## config.mk

```make
export PLATFORM = sky130hd
export DESIGN_NAME = sentence_crc16_trailer_framer
export DESIGN_NICKNAME = d
export VERILOG_FILES = /design/src/rtl/core/sctf_pkg.sv /design/src/rtl/core/sctf_in_stage.sv /design/src/rtl/core/sctf_crc_track.sv /design/src/rtl/core/sctf_out_stage.sv /design/src/rtl/core/sentence_crc16_trailer_framer.sv
export SDC_FILE = /design/constraint.sdc
export NUM_CORES = 1
export LEC_CHECK = 0
export ABC_CLOCK_PERIOD_IN_PS = 2500
export BUFFER_PORTS_ARGS = -buffer_cell sky130_fd_sc_hd__buf_2
export CORE_MARGIN = 2
export CORE_UTILIZATION = 60
export CTS_BUF_LIST = sky130_fd_sc_hd__clkbuf_4 sky130_fd_sc_hd__clkbuf_8
export CTS_CLUSTER_DIAMETER = 120
export CTS_CLUSTER_SIZE = 10
export DETAILED_ROUTE_END_ITERATION = 16
export PLACE_DENSITY = 0.81
export SLEW_MARGIN = 25
export SYNTH_ARGS = -nofsm -noshare
export SYNTH_HDL_FRONTEND = slang
export SYNTH_HIERARCHICAL = 1
export SYNTH_SLANG_ARGS = --single-unit
```

## constraint.sdc

```tcl
create_clock -name clk -period 2.5 [get_ports clk]
set_clock_uncertainty 0.2 [all_clocks]
set_input_delay 0.25 -clock clk [delete_from_list [all_inputs] [get_ports clk]]
set_output_delay 0.25 -clock clk [all_outputs]
set_load 0.01 [all_outputs]
```

## src/rtl/core/sctf_pkg.sv

```systemverilog
// Shared types, constants and CRC/hex helper functions for the sentence CRC-16 trailer framer.
package sctf_pkg;

    localparam logic [15:0] CRC_SEED    = 16'hFFFF;
    localparam logic [15:0] CRC_POLY    = 16'h1021;
    localparam logic [7:0]  STAR_CHAR   = 8'h2A;
    localparam logic [7:0]  DIGIT_BASE  = 8'h30;
    localparam logic [7:0]  LETTER_BASE = 8'h37;
    localparam logic [3:0]  POS_MAX     = 4'hF;
    localparam logic [3:0]  SKIP_RESET  = 4'd2;
    localparam logic [3:0]  DIGIT_LIMIT = 4'd10;

    typedef struct packed {
        logic [7:0] data;
        logic       last;
    } item_t;

    function automatic logic [15:0] crc16_byte(input logic [15:0] crc, input logic [7:0] b);
        logic [15:0] c;
        c = crc ^ {b, 8'h00};
        for (int k = 0; k < 8; k++)
        begin
            if (c[15])
            begin
                c = {c[14:0], 1'b0} ^ CRC_POLY;
            end
            else
            begin
                c = {c[14:0], 1'b0};
            end
        end
        return c;
    endfunction

    function automatic logic [7:0] hex_char(input logic [3:0] nib);
        logic [7:0] ch;
        if (nib < DIGIT_LIMIT)
        begin
            ch = DIGIT_BASE + {4'h0, nib};
        end
        else
        begin
            ch = LETTER_BASE + {4'h0, nib};
        end
        return ch;
    endfunction

endpackage

```

## src/rtl/core/sctf_in_stage.sv

```systemverilog
// Input register stage that holds one accepted sentence byte until the output stage takes it.
module sctf_in_stage (
    input  logic            clk,
    input  logic            rst_n,
    input  logic            item_valid,
    output logic            item_ready,
    input  logic [7:0]      data_byte,
    input  logic            is_last,
    input  logic            take,
    output logic            s1_valid,
    output sctf_pkg::item_t s1_item
);
    import sctf_pkg::*;

    logic  valid_reg;
    logic  valid_next;
    item_t item_reg;
    logic  accept;

    assign item_ready = !valid_reg || take;
    assign accept     = item_valid && item_ready;
    assign s1_valid   = valid_reg;
    assign s1_item    = item_reg;

    always_comb
    begin
        valid_next = valid_reg;
        if (accept)
        begin
            valid_next = 1'b1;
        end
        else if (take)
        begin
            valid_next = 1'b0;
        end
    end

    always_ff @(posedge clk or negedge rst_n)
    begin
        if (!rst_n)
        begin
            valid_reg <= 1'b0;
        end
        else
        begin
            valid_reg <= valid_next;
        end
    end

    always_ff @(posedge clk)
    begin
        if (accept)
        begin
            item_reg.data <= data_byte;
            item_reg.last <= is_last;
        end
    end

endmodule

```

## src/rtl/core/sctf_crc_track.sv

```systemverilog
// Running CRC-16, byte position counter and the skip count configuration register.
module sctf_crc_track (
    input  logic            clk,
    input  logic            rst_n,
    input  logic            cfg_valid,
    output logic            cfg_ready,
    input  logic [3:0]      skip_count,
    input  logic            take,
    input  sctf_pkg::item_t item,
    output logic [15:0]     crc_after
);
    import sctf_pkg::*;

    logic [15:0] crc_reg;
    logic [15:0] crc_next;
    logic [3:0]  pos_reg;
    logic [3:0]  pos_next;
    logic [3:0]  skip_reg;
    logic [3:0]  skip_next;
    logic [15:0] crc_upd;

    assign cfg_ready = 1'b1;
    assign crc_upd   = (pos_reg >= skip_reg) ? crc16_byte(crc_reg, item.data) : crc_reg;
    assign crc_after = crc_upd;

    always_comb
    begin
        crc_next  = crc_reg;
        pos_next  = pos_reg;
        skip_next = skip_reg;
        if (cfg_valid && cfg_ready)
        begin
            skip_next = skip_count;
        end
        if (take)
        begin
            if (item.last)
            begin
                crc_next = CRC_SEED;
                pos_next = 4'd0;
            end
            else
            begin
                crc_next = crc_upd;
                if (pos_reg != POS_MAX)
                begin
                    pos_next = pos_reg + 4'd1;
                end
            end
        end
    end

    always_ff @(posedge clk or negedge rst_n)
    begin
        if (!rst_n)
        begin
            crc_reg  <= CRC_SEED;
            pos_reg  <= 4'd0;
            skip_reg <= SKIP_RESET;
        end
        else
        begin
            crc_reg  <= crc_next;
            pos_reg  <= pos_next;
            skip_reg <= skip_next;
        end
    end

    a_sentence_restart: assert property (@(posedge clk) disable iff (!rst_n)
        take && item.last |=> crc_reg == CRC_SEED && pos_reg == 4'd0)
        else $error("CRC state did not restart after the last byte of a sentence.");

endmodule

```

## src/rtl/core/sctf_out_stage.sv

```systemverilog
// Result register with the trailer sequencer that emits the star and four hex CRC digits.
module sctf_out_stage (
    input  logic            clk,
    input  logic            rst_n,
    input  logic            s1_valid,
    input  sctf_pkg::item_t s1_item,
    input  logic [15:0]     crc_after,
    output logic            take,
    output logic            result_valid,
    input  logic            result_ready,
    output logic [7:0]      out_byte,
    output logic            end_of_run
);
    import sctf_pkg::*;

    localparam logic [2:0] TRL_NONE = 3'd0;
    localparam logic [2:0] TRL_HEX0 = 3'd1;
    localparam logic [2:0] TRL_HEX1 = 3'd2;
    localparam logic [2:0] TRL_HEX2 = 3'd3;
    localparam logic [2:0] TRL_HEX3 = 3'd4;
    localparam logic [2:0] TRL_STAR = 3'd5;

    logic [2:0]  trl_reg;
    logic [2:0]  trl_next;
    logic        valid_reg;
    logic        valid_next;
    logic [7:0]  byte_reg;
    logic [7:0]  byte_next;
    logic        end_reg;
    logic        end_next;
    logic [15:0] snap_reg;
    logic [15:0] snap_next;
    logic        free;

    assign free         = !valid_reg || result_ready;
    assign take         = free && (trl_reg == TRL_NONE) && s1_valid;
    assign result_valid = valid_reg;
    assign out_byte     = byte_reg;
    assign end_of_run   = end_reg;

    always_comb
    begin
        trl_next   = trl_reg;
        valid_next = valid_reg;
        byte_next  = byte_reg;
        end_next   = end_reg;
        snap_next  = snap_reg;
        if (free)
        begin
            end_next   = 1'b0;
            valid_next = 1'b1;
            case (trl_reg)
                TRL_NONE:
                begin
                    valid_next = s1_valid;
                    byte_next  = s1_item.data;
                    if (s1_valid && s1_item.last)
                    begin
                        trl_next  = TRL_STAR;
                        snap_next = crc_after;
                    end
                end
                TRL_STAR:
                begin
                    byte_next = STAR_CHAR;
                    trl_next  = TRL_HEX3;
                end
                TRL_HEX3:
                begin
                    byte_next = hex_char(snap_reg[15:12]);
                    trl_next  = TRL_HEX2;
                end
                TRL_HEX2:
                begin
                    byte_next = hex_char(snap_reg[11:8]);
                    trl_next  = TRL_HEX1;
                end
                TRL_HEX1:
                begin
                    byte_next = hex_char(snap_reg[7:4]);
                    trl_next  = TRL_HEX0;
                end
                TRL_HEX0:
                begin
                    byte_next = hex_char(snap_reg[3:0]);
                    end_next  = 1'b1;
                    trl_next  = TRL_NONE;
                end
                default:
                begin
                    valid_next = 1'b0;
                    trl_next   = TRL_NONE;
                end
            endcase
        end
    end

    always_ff @(posedge clk or negedge rst_n)
    begin
        if (!rst_n)
        begin
            trl_reg   <= TRL_NONE;
            valid_reg <= 1'b0;
        end
        else
        begin
            trl_reg   <= trl_next;
            valid_reg <= valid_next;
        end
    end

    always_ff @(posedge clk)
    begin
        byte_reg <= byte_next;
        end_reg  <= end_next;
        snap_reg <= snap_next;
    end

    a_trailer_has_result: assert property (@(posedge clk) disable iff (!rst_n)
        trl_reg != TRL_NONE |-> valid_reg)
        else $error("Trailer in progress without a valid result in the output register.");

    a_end_closes_trailer: assert property (@(posedge clk) disable iff (!rst_n)
        valid_reg && end_reg |-> trl_reg == TRL_NONE)
        else $error("End of sentence shown while trailer characters are still pending.");

    a_star_first: assert property (@(posedge clk) disable iff (!rst_n)
        valid_reg && trl_reg == TRL_HEX3 |-> byte_reg == STAR_CHAR)
        else $error("Trailer did not open with the star character.");

    a_no_take_in_trailer: assert property (@(posedge clk) disable iff (!rst_n)
        trl_reg != TRL_NONE |-> !take)
        else $error("Input byte taken while the trailer is being emitted.");

endmodule

```

## src/rtl/core/sentence_crc16_trailer_framer.sv

```systemverilog
// Top level of the sentence CRC-16 trailer framer.
//
// Sentence bytes arrive on the item channel (item_valid, item_ready, data_byte,
// is_last) and leave on the result channel (result_valid, result_ready, out_byte,
// end_of_run). Every byte is echoed; after the byte marked is_last the block
// sends '*' and the CRC-16 (seed FFFF, polynomial 1021) as four upper-case hex
// characters, the last one flagged with end_of_run.
// The cfg channel (cfg_valid, cfg_ready, skip_count) sets how many leading bytes
// of each sentence stay out of the checksum; it should be written while idle.
// A byte passes through the input register and then the result register before
// it reaches the result channel. Ordinary bytes stream at one per cycle while
// the receiver accepts them; a last byte and its trailer leave the result register
// as six bytes, and during the trailer the input register holds one further byte
// and then stalls the item channel. The CRC update is a single unrolled 8-bit
// step between the input register and the result register.
// When the receiver stalls, the result register holds its byte and the stall
// backs up through the input register to item_ready.
// Reset empties both registers, sets the CRC to FFFF, the position to zero and
// skip_count to 2.
module sentence_crc16_trailer_framer (
    input  logic       clk,
    input  logic       rst_n,
    input  logic       cfg_valid,
    output logic       cfg_ready,
    input  logic [3:0] skip_count,
    input  logic       item_valid,
    output logic       item_ready,
    input  logic [7:0] data_byte,
    input  logic       is_last,
    output logic       result_valid,
    input  logic       result_ready,
    output logic [7:0] out_byte,
    output logic       end_of_run
);
    import sctf_pkg::*;

    logic        take;
    logic        s1_valid;
    item_t       s1_item;
    logic [15:0] crc_after;

    sctf_in_stage u_in_stage (
        .clk        (clk),
        .rst_n      (rst_n),
        .item_valid (item_valid),
        .item_ready (item_ready),
        .data_byte  (data_byte),
        .is_last    (is_last),
        .take       (take),
        .s1_valid   (s1_valid),
        .s1_item    (s1_item)
    );

    sctf_crc_track u_crc_track (
        .clk        (clk),
        .rst_n      (rst_n),
        .cfg_valid  (cfg_valid),
        .cfg_ready  (cfg_ready),
        .skip_count (skip_count),
        .take       (take),
        .item       (s1_item),
        .crc_after  (crc_after)
    );

    sctf_out_stage u_out_stage (
        .clk          (clk),
        .rst_n        (rst_n),
        .s1_valid     (s1_valid),
        .s1_item      (s1_item),
        .crc_after    (crc_after),
        .take         (take),
        .result_valid (result_valid),
        .result_ready (result_ready),
        .out_byte     (out_byte),
        .end_of_run   (end_of_run)
    );

endmodule
```

; Word-level counts from Yosys, hierarchy flattened
; Index checks and enable logic that the tools add are counted.
[word_totals]
reg_bits = 63
[op_classes]
n_mux = 23
n_eq_ne = 7
add_sub_neg = 9
n_lt_le_gt_ge = 5
bitwise = 9
n_reduce_logical = 17
[op_table]
columns = operator, n
row1 = 2-to-1 mux 13 bit, 8
row2 = adder 6 x 4 -> 7 bit (first input constant), 8
row3 = one-hot mux 8 bit (6 select lines), 1
row4 = 2-to-1 mux 16 bit, 2
row5 = 2-to-1 mux 8 bit, 4
row6 = inverter 3 bit, 8
row7 = less-than comparator 4 bit (second input constant), 4
row8 = bitwise XOR 16 bit, 1
row9 = one-hot mux 3 bit (5 select lines), 1
row10 = 2-to-1 mux 4 bit, 2
row11 = == test 3 x 2 -> 1 bit (second input constant), 2
row12 = == test 3 bit (second input constant), 2
row13 = AND reduction 2 bit, 3
row14 = nonzero test 6 bit, 1
row15 = OR reduction 5 bit, 1
row16 = adder 4 x 1 -> 4 bit (second input constant), 1
row17 = greater-or-equal comparator 4 bit, 1
row18 = logical AND 1 bit, 4
row19 = inequality test 4 bit (second input constant), 1
row20 = nonzero test 2 bit, 2
row21 = == test 3 x 1 -> 1 bit (second input constant), 1
row22 = logical NOT 3 bit, 1
row23 = 2-to-1 mux 1 bit, 3
row24 = 2-to-1 mux 3 bit, 1
row25 = 5 further kinds, 7

; Depth between registers and ports, before layout
; Gate-level depths: netlist of the first run.
[logic_depth]
depth_word = 19
depth_mapped = 9
ltp_nobuf = 7

; By module
; The synthesis of the first run kept the hierarchy.
[by_module_without_submodules]
columns = module, instances, cells_per_inst, area_each_um2
row1 = sctf_out_stage, 1, 166, 1662.8
row2 = sctf_crc_track, 1, 187, 1652.8
row3 = sctf_in_stage, 1, 13, 324.1

; Least setup slack after synthesis of the first run
; Ideal clock, no wire load.
[synth_path]
path_kind = flip-flop to flip-flop
start = reg u_crc_track.skip_reg[1]
end = reg u_out_stage.snap_reg[7] (data pin)
arrival_ps = 1638
stages_incl_launch_ff = 9
t_required_ps = 2047
slack_ps = 409
path_buffers = 2
cell_sequence = dfstp_2 inv_1 ha_1 o21ai_0 a211o_1 buf_2 buf_2 nor2_1 nor2_1
[synth_between]
elab_chain_len = 2
[synth_rtl]
columns = element, line_no
row1 = start: declaration, sctf_crc_track.sv:18  ; logic [3:0] skip_reg;
row2 = start signal: assignment, sctf_crc_track.sv:65  ; skip_reg <= skip_next;
row3 = greater-or-equal comparator 4 bit, sctf_crc_track.sv:23  ; assign crc_upd = (pos_reg >= skip_reg) ? crc16_byte(crc_reg, item.data) : crc_reg;
row4 = 2-to-1 mux 16 bit, sctf_crc_track.sv:23
row5 = net crc_after[7], sentence_crc16_trailer_framer.sv:40  ; logic [15:0] crc_after;
row6 = end signal: assignment, sctf_out_stage.sv:116  ; snap_reg <= snap_next;
row7 = end: declaration, sctf_out_stage.sv:31  ; logic [15:0] snap_reg;
; The timed path passes the listed nets, and every way through them passes these cells.
; A chain may end at the register's enable or synchronous reset.

; Worst setup path in the final report of the first run
[layout_path]
start = reg u_crc_track.skip_reg[1]
end = reg u_crc_track.crc_reg[10]
[layout_between]
elab_chain_len = 3
[layout_rtl]
columns = element, line_no
row1 = greater-or-equal comparator 4 bit, sctf_crc_track.sv:23
row2 = 2-to-1 mux 16 bit, sctf_crc_track.sv:23
row3 = 2-to-1 mux 16 bit, sctf_crc_track.sv:37  ; if (item.last)
row4 = end signal: assignment, sctf_crc_track.sv:63  ; crc_reg <= crc_next;
row5 = end: declaration, sctf_crc_track.sv:14  ; logic [15:0] crc_reg;
; Every way passes these cells.

==> results of run 1 <==
==> per-layer routing <==
layer | part of all wire | routed length, microns | global-route usage | up-vias
met5 | 0 | 0 | 0 | -
met4 | 0.023 | 201 | 0.145 | 0
met3 | 0.075 | 659 | 0.0582 | 20
met2 | 0.50 | 4350 | 0.467 | 150
met1 | 0.41 | 3570 | 0.373 | 1418
li1 | - | - | - | 1413
==> path summary, 6_finish.rpt <==
kind,from,to,cells after the start
hold reg to reg,u_crc_track/skip_reg[0],u_crc_track/skip_reg[0],1
max in group asynchronous,rst_n,u_crc_track/pos_reg[2],2
setup / recovery,u_crc_track/skip_reg[1],u_crc_track/crc_reg[10],7
setup reg to reg,u_crc_track/skip_reg[1],u_crc_track/crc_reg[10],7
min in group asynchronous,rst_n,u_in_stage/s1_valid,2
hold / removal,cfg_valid,u_crc_track/skip_reg[0],2
==> per-stage QoR <==
stage	std cells	power (mW)	hold WS [ps]	setup WS (ps)	util
after floorplan	366	3.85	-246	409	-
after global placement	464	4.45	103	403	0.659
after detailed placement	464	4.54	103	321	0.659
after CTS	501	5.47	9.39	302	0.728
after global routing	501	5.90	44.7	64.6	0.728
final	501	5.54	27.5	237	0.728
==> kinds of logic after synthesis <==
family,Yosys count,share of synthesized area
buffers and inverters,37,0.0450
other,1,0.00103
AND/OR/NAND/NOR,127,0.162
XOR/XNOR,28,0.0859
adder cells (fa/ha/maj),9,0.0309
multiplexers,4,0.0117
AO/OA/AOI/OAI,97,0.178
flip-flops,63,0.486
==> cell usage in the layout, fill, tap and decap left out, types with 4 or more instances in the layout <==
cell and count:
dfstp_2 17, xnor2_2 8, buf_2 28, nor3_1 21, o21ai_0 20, ha_1 9
o22ai_1 5, inv_1 19, nor2b_1 5, dfrtp_1 12, xor2_1 6, a21oi_1 23
nand2_1 36, xnor2_1 13, and3_1 5, a31oi_1 4, a2bb2oi_1 4, nor2_1 43
edfxtp_1 34, buf_4 13, dlygate4sd3_1 21, clkbuf_8 9, o211ai_1 5, o21ai_1 8
==> area by class of cell <==
| cell class | instances | area, sq um | share of cell area |
|---|---|---|---|
| clock buffer | 9 | 124 | 0.0289 |
| clock inverter | 7 | 73.8 | 0.0172 |
| multi-input combinational | 266 | 1710 | 0.398 |
| timing repair buffer | 62 | 448 | 0.104 |
| inverter | 19 | 71.3 | 0.0166 |
| tap | 75 | 93.8 | 0.0219 |
| sequential | 63 | 1770 | 0.412 |
==> report_power, final <==
group          total (mW)  switching, mW  internal [mW]
clock               0.891          0.430          0.461
sequential           1.97          0.340           1.63
combinational        2.68           1.57           1.11
total                5.54           2.34           3.21
==> worst reg2reg max path, delay by kind of cell, from the launching register on <==
| family | cells | cell delay (ps) |
|---|---|---|
| AO/OA/AOI/OAI | 4 | 910 |
| adder cells (fa/ha/maj) | 1 | 270 |
| buffers and inverters | 2 | 300 |
| flip-flops | 1 | 520 |
==> repair_timing <==
action                     4_1_cts  5_1_grt
hold buffers                    21        0
setup endpoints to repair        0        0
buffers inserted                 0        0
hold endpoints to repair        26        0
==> reports/results.ini, run 1 <==
[critical_path]
slowest_stage=dfstp_2
reg2reg_slack_ps=240
end_kind=flip-flop
crit_arrival_ps=2340
cp_num_buf_inv=2
cp_top_family=compound AO/OA/AOI/OAI gates
path_cells=inv_1, ha_1, o21ai_0, a211oi_2, buf_4, o21a_1, a2bb2oi_1
critPathMaxFanout=12
criticalPathCategory=flip-flop to flip-flop
startpoint_type=flip-flop
crit_required_ps=2580
slowest_delay_ps=520

[global_routing]
grt_pass1_wl_microns=14100
gr-total-overflow=0
antenna_found_initial=0
grt_max_degree=30
grt_usage=0.290
grt_pass1_vias=2830

[floorplan]
fp.dieW_microns=81.9
die_y_microns=81.9
rows=28
ios=30
start_util=0.618
core_sq_um=5890
die_area_sq_um=6710

[sta]
post-route-period-util=0.905
setup_tns_ps=0
tightest_slew_ps=641
drv_slew=0
rsz0062_at_grt=false
fin_crit_ps=2260
fmax_ghz=0.442
final_hold_viol_count=0
slew_headroom=0.573
setup-violations-final=0

[yosys]
synth_flop_cell=edfxtp_1
synthCells=366
syn_avg_cell_area_sq_um=9.94
netlist-cell-type-count=55
synth_area_leader_cell=edfxtp_1
yosys-top-cells-area=edfxtp_1 (28%), dfstp_2 (12%), dfrtp_1 (8.3%)
synth_nets=393
ys_warn_count=6
synth_sequential_area_ratio=0.486
netlist_top_cells_count=nor2_1 (43), nand2_1 (36), edfxtp_1 (34), a21oi_1 (23), nor3_1 (21)
synth-seq-cells=63
synthArstFlopShare=0.460
synth_edf_count=34
synth_most_common_cell=nor2_1
syn_area_sq_um=3640
synth_top_area_share=0.281

[hold_path]
min_path_type=input port to flip-flop

[job]
drv_cap=0

[routing]
wl_per_cell_microns=17.5
ant_nets=0
drc=0
avgViaCountPerCell=5.99
routed_wl_microns=8770
dr.pass1.iters=5
drt_iter0_drc=298
vias=3001

[power]
power_density_nw_per_um2=1290
ir_drop_mv=0.990
leakage_nw=1.73

[clocking]
cts.sinks=63
clk_pin_slew_ps=70
cts_inserted_buffers=9
h-tree-depth=3
clockBufferDepth=2
insertion_delay_ps=350
cts_tree=done
ctsRootBufferMaster=clkbuf_8
cts_resized=0

[cells_and_area]
final_area_sq_um=4290
drive_gt1_frac=0.230
syn_to_final_growth_pct=17.8
antenna_cells=0
layout.nets=448
fillers=435

[placement]
finalWeightedCongestion=0.903
placed_cell_area_sq_um=3880
dpl.hpwl_microns=5920
port-buffer-count=28

[outcome]
outcome=completed

Power figures use the tool's default switching activity.
==> run 2, diff against run 1 <==
--- a/config.mk
+++ b/config.mk
@@ -13,7 +13,7 @@
 export CTS_CLUSTER_DIAMETER = 120
 export CTS_CLUSTER_SIZE = 10
 export DETAILED_ROUTE_END_ITERATION = 16
-export PLACE_DENSITY = 0.81
+export PLACE_DENSITY_LB_ADDON = 0.08
 export SLEW_MARGIN = 25
 export SYNTH_ARGS = -nofsm -noshare
 export SYNTH_HDL_FRONTEND = slang
==> run 2 against run 1 <==
Power is 0.87% lower; die area is the same; register-to-register slack improved by 20 ps; count of clock-buffer cells in the layout increased by 3; combinational power is 1% lower; worst setup slack improved by 25 ps; sequential share of layout area barely moved; critical endpoint is now u_crc_track/crc_reg[12].
==> reports/results.ini, run 2 (synthesis results as in run 1) <==
[critical_path]
criticalPathCategory=flip-flop to flip-flop  ; unchanged
r2r_end=u_crc_track/crc_reg[12]  ; was u_crc_track/crc_reg[10]
end_kind=flip-flop  ; unchanged
startpoint_type=flip-flop  ; unchanged
crit_arrival_ps=2280  ; was 2340 ps
crit_start=u_crc_track/skip_reg[1]  ; unchanged
reg2reg_from=u_crc_track/skip_reg[1]  ; unchanged
rr_worst_depth=6  ; was 7
critPathMaxFanout=6  ; was 12
crit_required_ps=2540  ; was 2580 ps
reg2reg_slack_ps=260  ; was 240 ps

[routing]
drc=0  ; unchanged
avgViaCountPerCell=5.81  ; was 5.99
drt_iter0_drc=112  ; was 298
routed_wl_microns=8360  ; was 8770 microns
wl_per_cell_microns=16.8  ; was 17.5 microns
ant_nets=0  ; unchanged
vias=2892  ; was 3001
dr.pass1.iters=5  ; unchanged

[power]
ir_drop_mv=0.843  ; was 0.990 mV
leakage_nw=1.73  ; about the same
power_density_nw_per_um2=1280  ; was 1290 nW/um^2
p_total_mw=5.49  ; was 5.54 mW

[hold_path]
min_path_type=input port to flip-flop  ; unchanged
hold_depth=4  ; was 2
whs_endpoint=u_out_stage/trl_reg[0]  ; was u_crc_track/skip_reg[0]
hold_start=result_ready  ; was cfg_valid

[floorplan]
die_y_microns=81.9  ; unchanged
fp.dieW_microns=81.9  ; unchanged
start_util=0.618  ; unchanged
die_area_sq_um=6710  ; unchanged
rows=28  ; unchanged
core_sq_um=5890  ; unchanged
ios=30  ; unchanged

[cells_and_area]
antenna_cells=0  ; unchanged
fillers=436  ; was 435
multi_input_area_sq_um=1710  ; unchanged
final_cell_mix=nor2_1 (43), nand2_1 (36), edfxtp_1 (34), buf_2 (28), a21oi_1 (23)  ; unchanged
layout.nets=445  ; was 448
regArea_sq_um=1770  ; unchanged
syn_to_final_growth_pct=17.7  ; was 17.8%
drive_gt1_frac=0.225  ; was 0.230
final_common_cell=nor2_1  ; unchanged

[clocking]
postCtsSetupBuffers=0  ; unchanged
cts_hold_buffers=21  ; unchanged
cts_tree=done  ; unchanged
insertion_delay_ps=340  ; was 350 ps
ctsRootBufferMaster=clkbuf_8  ; unchanged
clockBufferDepth=2  ; unchanged
cts_resized=0  ; unchanged
h-tree-depth=3  ; unchanged
clk_pin_slew_ps=80  ; was 70 ps
cts_inserted_buffers=9  ; unchanged
cts.sinks=63  ; unchanged

[sta]
post-route-period-util=0.895  ; was 0.905
setup-violations-final=0  ; unchanged
rsz0062_at_grt=false  ; unchanged
final_hold_viol_count=0  ; unchanged
fmax_ghz=0.447  ; was 0.442 GHz
slew_headroom=0.548  ; was 0.573
drv_slew=0  ; unchanged
tightest_slew_ps=678  ; was 641 ps
setup_tns_ps=0  ; unchanged
fin_crit_ps=2240  ; was 2260 ps

[global_routing]
grt_pass1_wl_microns=13000  ; was 14100 microns
gr-total-overflow=0  ; unchanged
antenna_found_initial=0  ; unchanged
grt_pass1_vias=2620  ; was 2830
grt_usage=0.266  ; was 0.290
grt_max_degree=30  ; unchanged

[placement]
port-buffer-count=28  ; unchanged
dpl.hpwl_microns=5800  ; was 5920 microns
finalWeightedCongestion=0.904  ; was 0.903

[outcome]
outcome=completed  ; unchanged

[job]
drv_cap=0  ; unchanged

-- run 2: cell types whose count changed in the layout (fill, tap and decap cells not counted), sizes merged --
cell	change
buf	-3
clkbuf	+3
clkinv	-2
clkinvlp	-1
-- run 2: final cells by class --
class                      instances  area share
sequential                        63       0.413
multi-input combinational        266       0.399
timing repair buffer              59       0.102
clock buffer                      12      0.0371
tap                               75      0.0219
inverter                          19      0.0167
clock inverter                     4      0.0105
-- run 2: power breakdown --
part	switching, mW	total [mW]	internal (mW)
Sequential	0.324	1.96	1.63
Clock	0.378	0.899	0.521
Combinational	1.54	2.64	1.10
Total	2.24	5.49	3.26
-- run 2: worst max-delay path by stage --
stage,cells after the start,slack (ps),endpoint
floorplan,8,410,u_out_stage/snap_reg[7]
CTS,5,280,item_ready
global route,6,180,u_crc_track/crc_reg[12]
global placement,6,350,u_crc_track/crc_reg[12]
finish,6,260,u_crc_track/crc_reg[12]
detailed placement,6,320,u_crc_track/crc_reg[12]
-- run 2: stage by stage --
stage / setup WS [ps] / instances / area, sq um / utilization / hold WS [ps]
CTS: 283 / 498 / 4280 / 0.728 / 11.5
global placement: 354 / 461 / 3870 / 0.657 / 111
global route: 178 / 498 / 4280 / 0.728 / 51.9
floorplan: 409 / 366 / 3640 / - / -246
finish: 262 / 498 / 4280 / 0.728 / 22.8
detailed placement: 316 / 461 / 3870 / 0.657 / 121
-- run 2: worst max-delay path, stage by stage, from the launching register on --
cell and delay (ps):
dfstp_2 530, inv_1 50, ha_1 260, o21ai_0 140, a211o_1 400, nor2_1 430, a211oi_1 140
-- run 2: per-layer routing --
layer,up-vias,GRT usage,share of wire
li1,1410,-,-
met1,1369,0.329,0.40
met2,97,0.454,0.52
met3,16,0.0505,0.050
met4,0,0.115,0.025
met5,-,0,0
==> run 3, diff against run 2 <==
==> constraint.sdc (replaced) <==
create_clock -name clk -period 2.5 [get_ports clk]
set_clock_uncertainty 0.2 [all_clocks]
set_input_delay 0.375 -clock clk [delete_from_list [all_inputs] [get_ports clk]]
set_output_delay 0.375 -clock clk [all_outputs]
set_load 0.01 [all_outputs]
==> run 3 against run 2 <==
Die area unchanged; clock power up 18%; via count down 2.2%; critical path depth unchanged; critical endpoint unchanged; largest cell class unchanged; largest power group unchanged.
==> reports/results.ini, run 3 (synthesis results as in run 1) <==
[sta]
rsz0062_at_grt=false  ; unchanged
final_hold_viol_count=0  ; unchanged
drv_slew=0  ; unchanged
post-route-period-util=0.900  ; was 0.895
fmax_ghz=0.444  ; was 0.447 GHz
tightest_slew_ps=654  ; was 678 ps
setup_tns_ps=0  ; unchanged
slew_headroom=0.564  ; was 0.548
fin_crit_ps=2250  ; was 2240 ps
setup-violations-final=0  ; unchanged

[cells_and_area]
regArea_sq_um=1770  ; unchanged
antenna_cells=0  ; unchanged
final_cells=485  ; was 498
final_area_sq_um=4190  ; was 4280 sq um
fillers=458  ; was 436
layout.nets=432  ; was 445
drive_gt1_frac=0.237  ; was 0.225
multi_input_area_sq_um=1710  ; about the same
final_common_cell=nor2_1  ; unchanged
syn_to_final_growth_pct=15.1  ; was 17.7%
fin_util=0.712  ; was 0.728
final_cell_mix=nor2_1 (43), nand2_1 (36), edfxtp_1 (34), buf_2 (28), a21oi_1 (23)  ; unchanged

[critical_path]
crit_arrival_ps=2290  ; was 2280 ps
reg2reg_slack_ps=250  ; was 260 ps
r2r_end=u_crc_track/crc_reg[12]  ; unchanged
critPathMaxFanout=6  ; unchanged
criticalPathCategory=flip-flop to flip-flop  ; unchanged
reg2reg_from=u_crc_track/skip_reg[1]  ; unchanged
rr_worst_depth=6  ; unchanged
end_kind=flip-flop  ; unchanged
crit_start=u_crc_track/skip_reg[1]  ; unchanged
crit_required_ps=2540  ; about the same
startpoint_type=flip-flop  ; unchanged

[clocking]
ctsRootBufferMaster=clkbuf_8  ; unchanged
cts_tree=done  ; unchanged
insertion_delay_ps=340  ; about the same
cts_inserted_buffers=9  ; unchanged
cts.sinks=63  ; unchanged
clk_pin_slew_ps=70  ; was 80 ps
clockBufferDepth=2  ; unchanged
postCtsSetupBuffers=0  ; unchanged
h-tree-depth=3  ; unchanged

[routing]
drc=0  ; unchanged
dr.pass1.iters=4  ; was 5
drt_iter0_drc=126  ; was 112
vias=2829  ; was 2892
routed_wl_microns=7920  ; was 8360 microns
ant_nets=0  ; unchanged
avgViaCountPerCell=5.83  ; was 5.81
wl_per_cell_microns=16.3  ; was 16.8 microns

[hold_path]
whs_endpoint=u_in_stage/s1_item[8]  ; was u_out_stage/trl_reg[0]
hold_depth=1  ; was 4
min_path_type=input port to flip-flop  ; unchanged
hold_start=data_byte[7]  ; was result_ready

[floorplan]
fp.dieW_microns=81.9  ; unchanged
start_util=0.618  ; unchanged
die_y_microns=81.9  ; unchanged
rows=28  ; unchanged
die_area_sq_um=6710  ; unchanged
core_sq_um=5890  ; unchanged
ios=30  ; unchanged

[placement]
dpl.cell_count=462  ; was 461
placed_cell_area_sq_um=3880  ; was 3870 sq um
dpl.hpwl_microns=5730  ; was 5800 microns
port-buffer-count=28  ; unchanged
finalWeightedCongestion=0.927  ; was 0.904

[global_routing]
grt_usage=0.258  ; was 0.266
grt_pass1_wl_microns=12600  ; was 13000 microns
grt_pass1_vias=2596  ; was 2620
gr-total-overflow=0  ; unchanged
antenna_found_initial=0  ; unchanged
grt_max_degree=30  ; unchanged

[power]
p_total_mw=5.62  ; was 5.49 mW
ir_drop_mv=0.701  ; was 0.843 mV
power_density_nw_per_um2=1340  ; was 1280 nW/um^2
leakage_nw=1.69  ; was 1.73 nW

[job]
drv_cap=0  ; unchanged

[outcome]
outcome=completed  ; unchanged

==> run 3: changes by cell type in the layout (fill, tap and decap cells not counted), sizes merged <==
cell	before	now
dlygate4sd3	21	7
bufinv	1	3
buf	38	39
clkbuf	12	10
==> run 3: cell type report <==
class | count | area share
multi-input cells | 266 | 0.408
flip-flops and latches | 63 | 0.422
repair buffers | 46 | 0.0729
inverters | 19 | 0.0170
clock inverters | 6 | 0.0260
clock buffers | 10 | 0.0314
well taps | 75 | 0.0224
==> run 3: critical path, stage by stage, from the launching register on <==
cell      delay (ps)
dfstp_2          520
inv_1             50
ha_1             260
o21ai_0          130
a211o_1          400
nor2_1           440
a211oi_1         160
==> run 3: worst max-delay path by stage <==
stage	slack, ps	cells after the start	endpoint
6_report	250	6	u_crc_track/crc_reg[12]
2_1_floorplan	410	8	u_out_stage/snap_reg[7]
3_3_place_gp	350	6	u_crc_track/crc_reg[12]
5_1_grt	160	6	u_crc_track/crc_reg[12]
4_1_cts	130	5	item_ready
3_5_place_dp	300	6	u_crc_track/crc_reg[12]
==> run 3: repair_timing <==
item	in CTS	in global routing
hold endpoints to repair	17	1
setup endpoints to repair	0	1
gates resized for setup	0	1
hold buffers	6	1
==> run 3: routing by layer <==
layer  GRT usage  wire [microns]  vias up  share of wire
met2       0.443            4120       77           0.52
met4       0.103             130        0          0.016
met1       0.317            3310     1358           0.42
met3      0.0527             354       12          0.045
met5           0               0        -              0
li1            -               -     1382              -
==> run 3: metrics by stage <==
| stage | hold WS (ps) | setup WS [ps] |
|---|---|---|
| after CTS | 1.83 | 125 |
| after floorplan | -121 | 409 |
| after detailed placement | 233 | 303 |
| after global routing | 2.58 | 164 |
| final | 15.6 | 250 |
| after global placement | 235 | 350 |
==> run 3: where the power goes <==
group | switching (mW) | internal (mW)
combinational | 1.51 | 1.09
clock | 0.392 | 0.672
sequential | 0.317 | 1.63
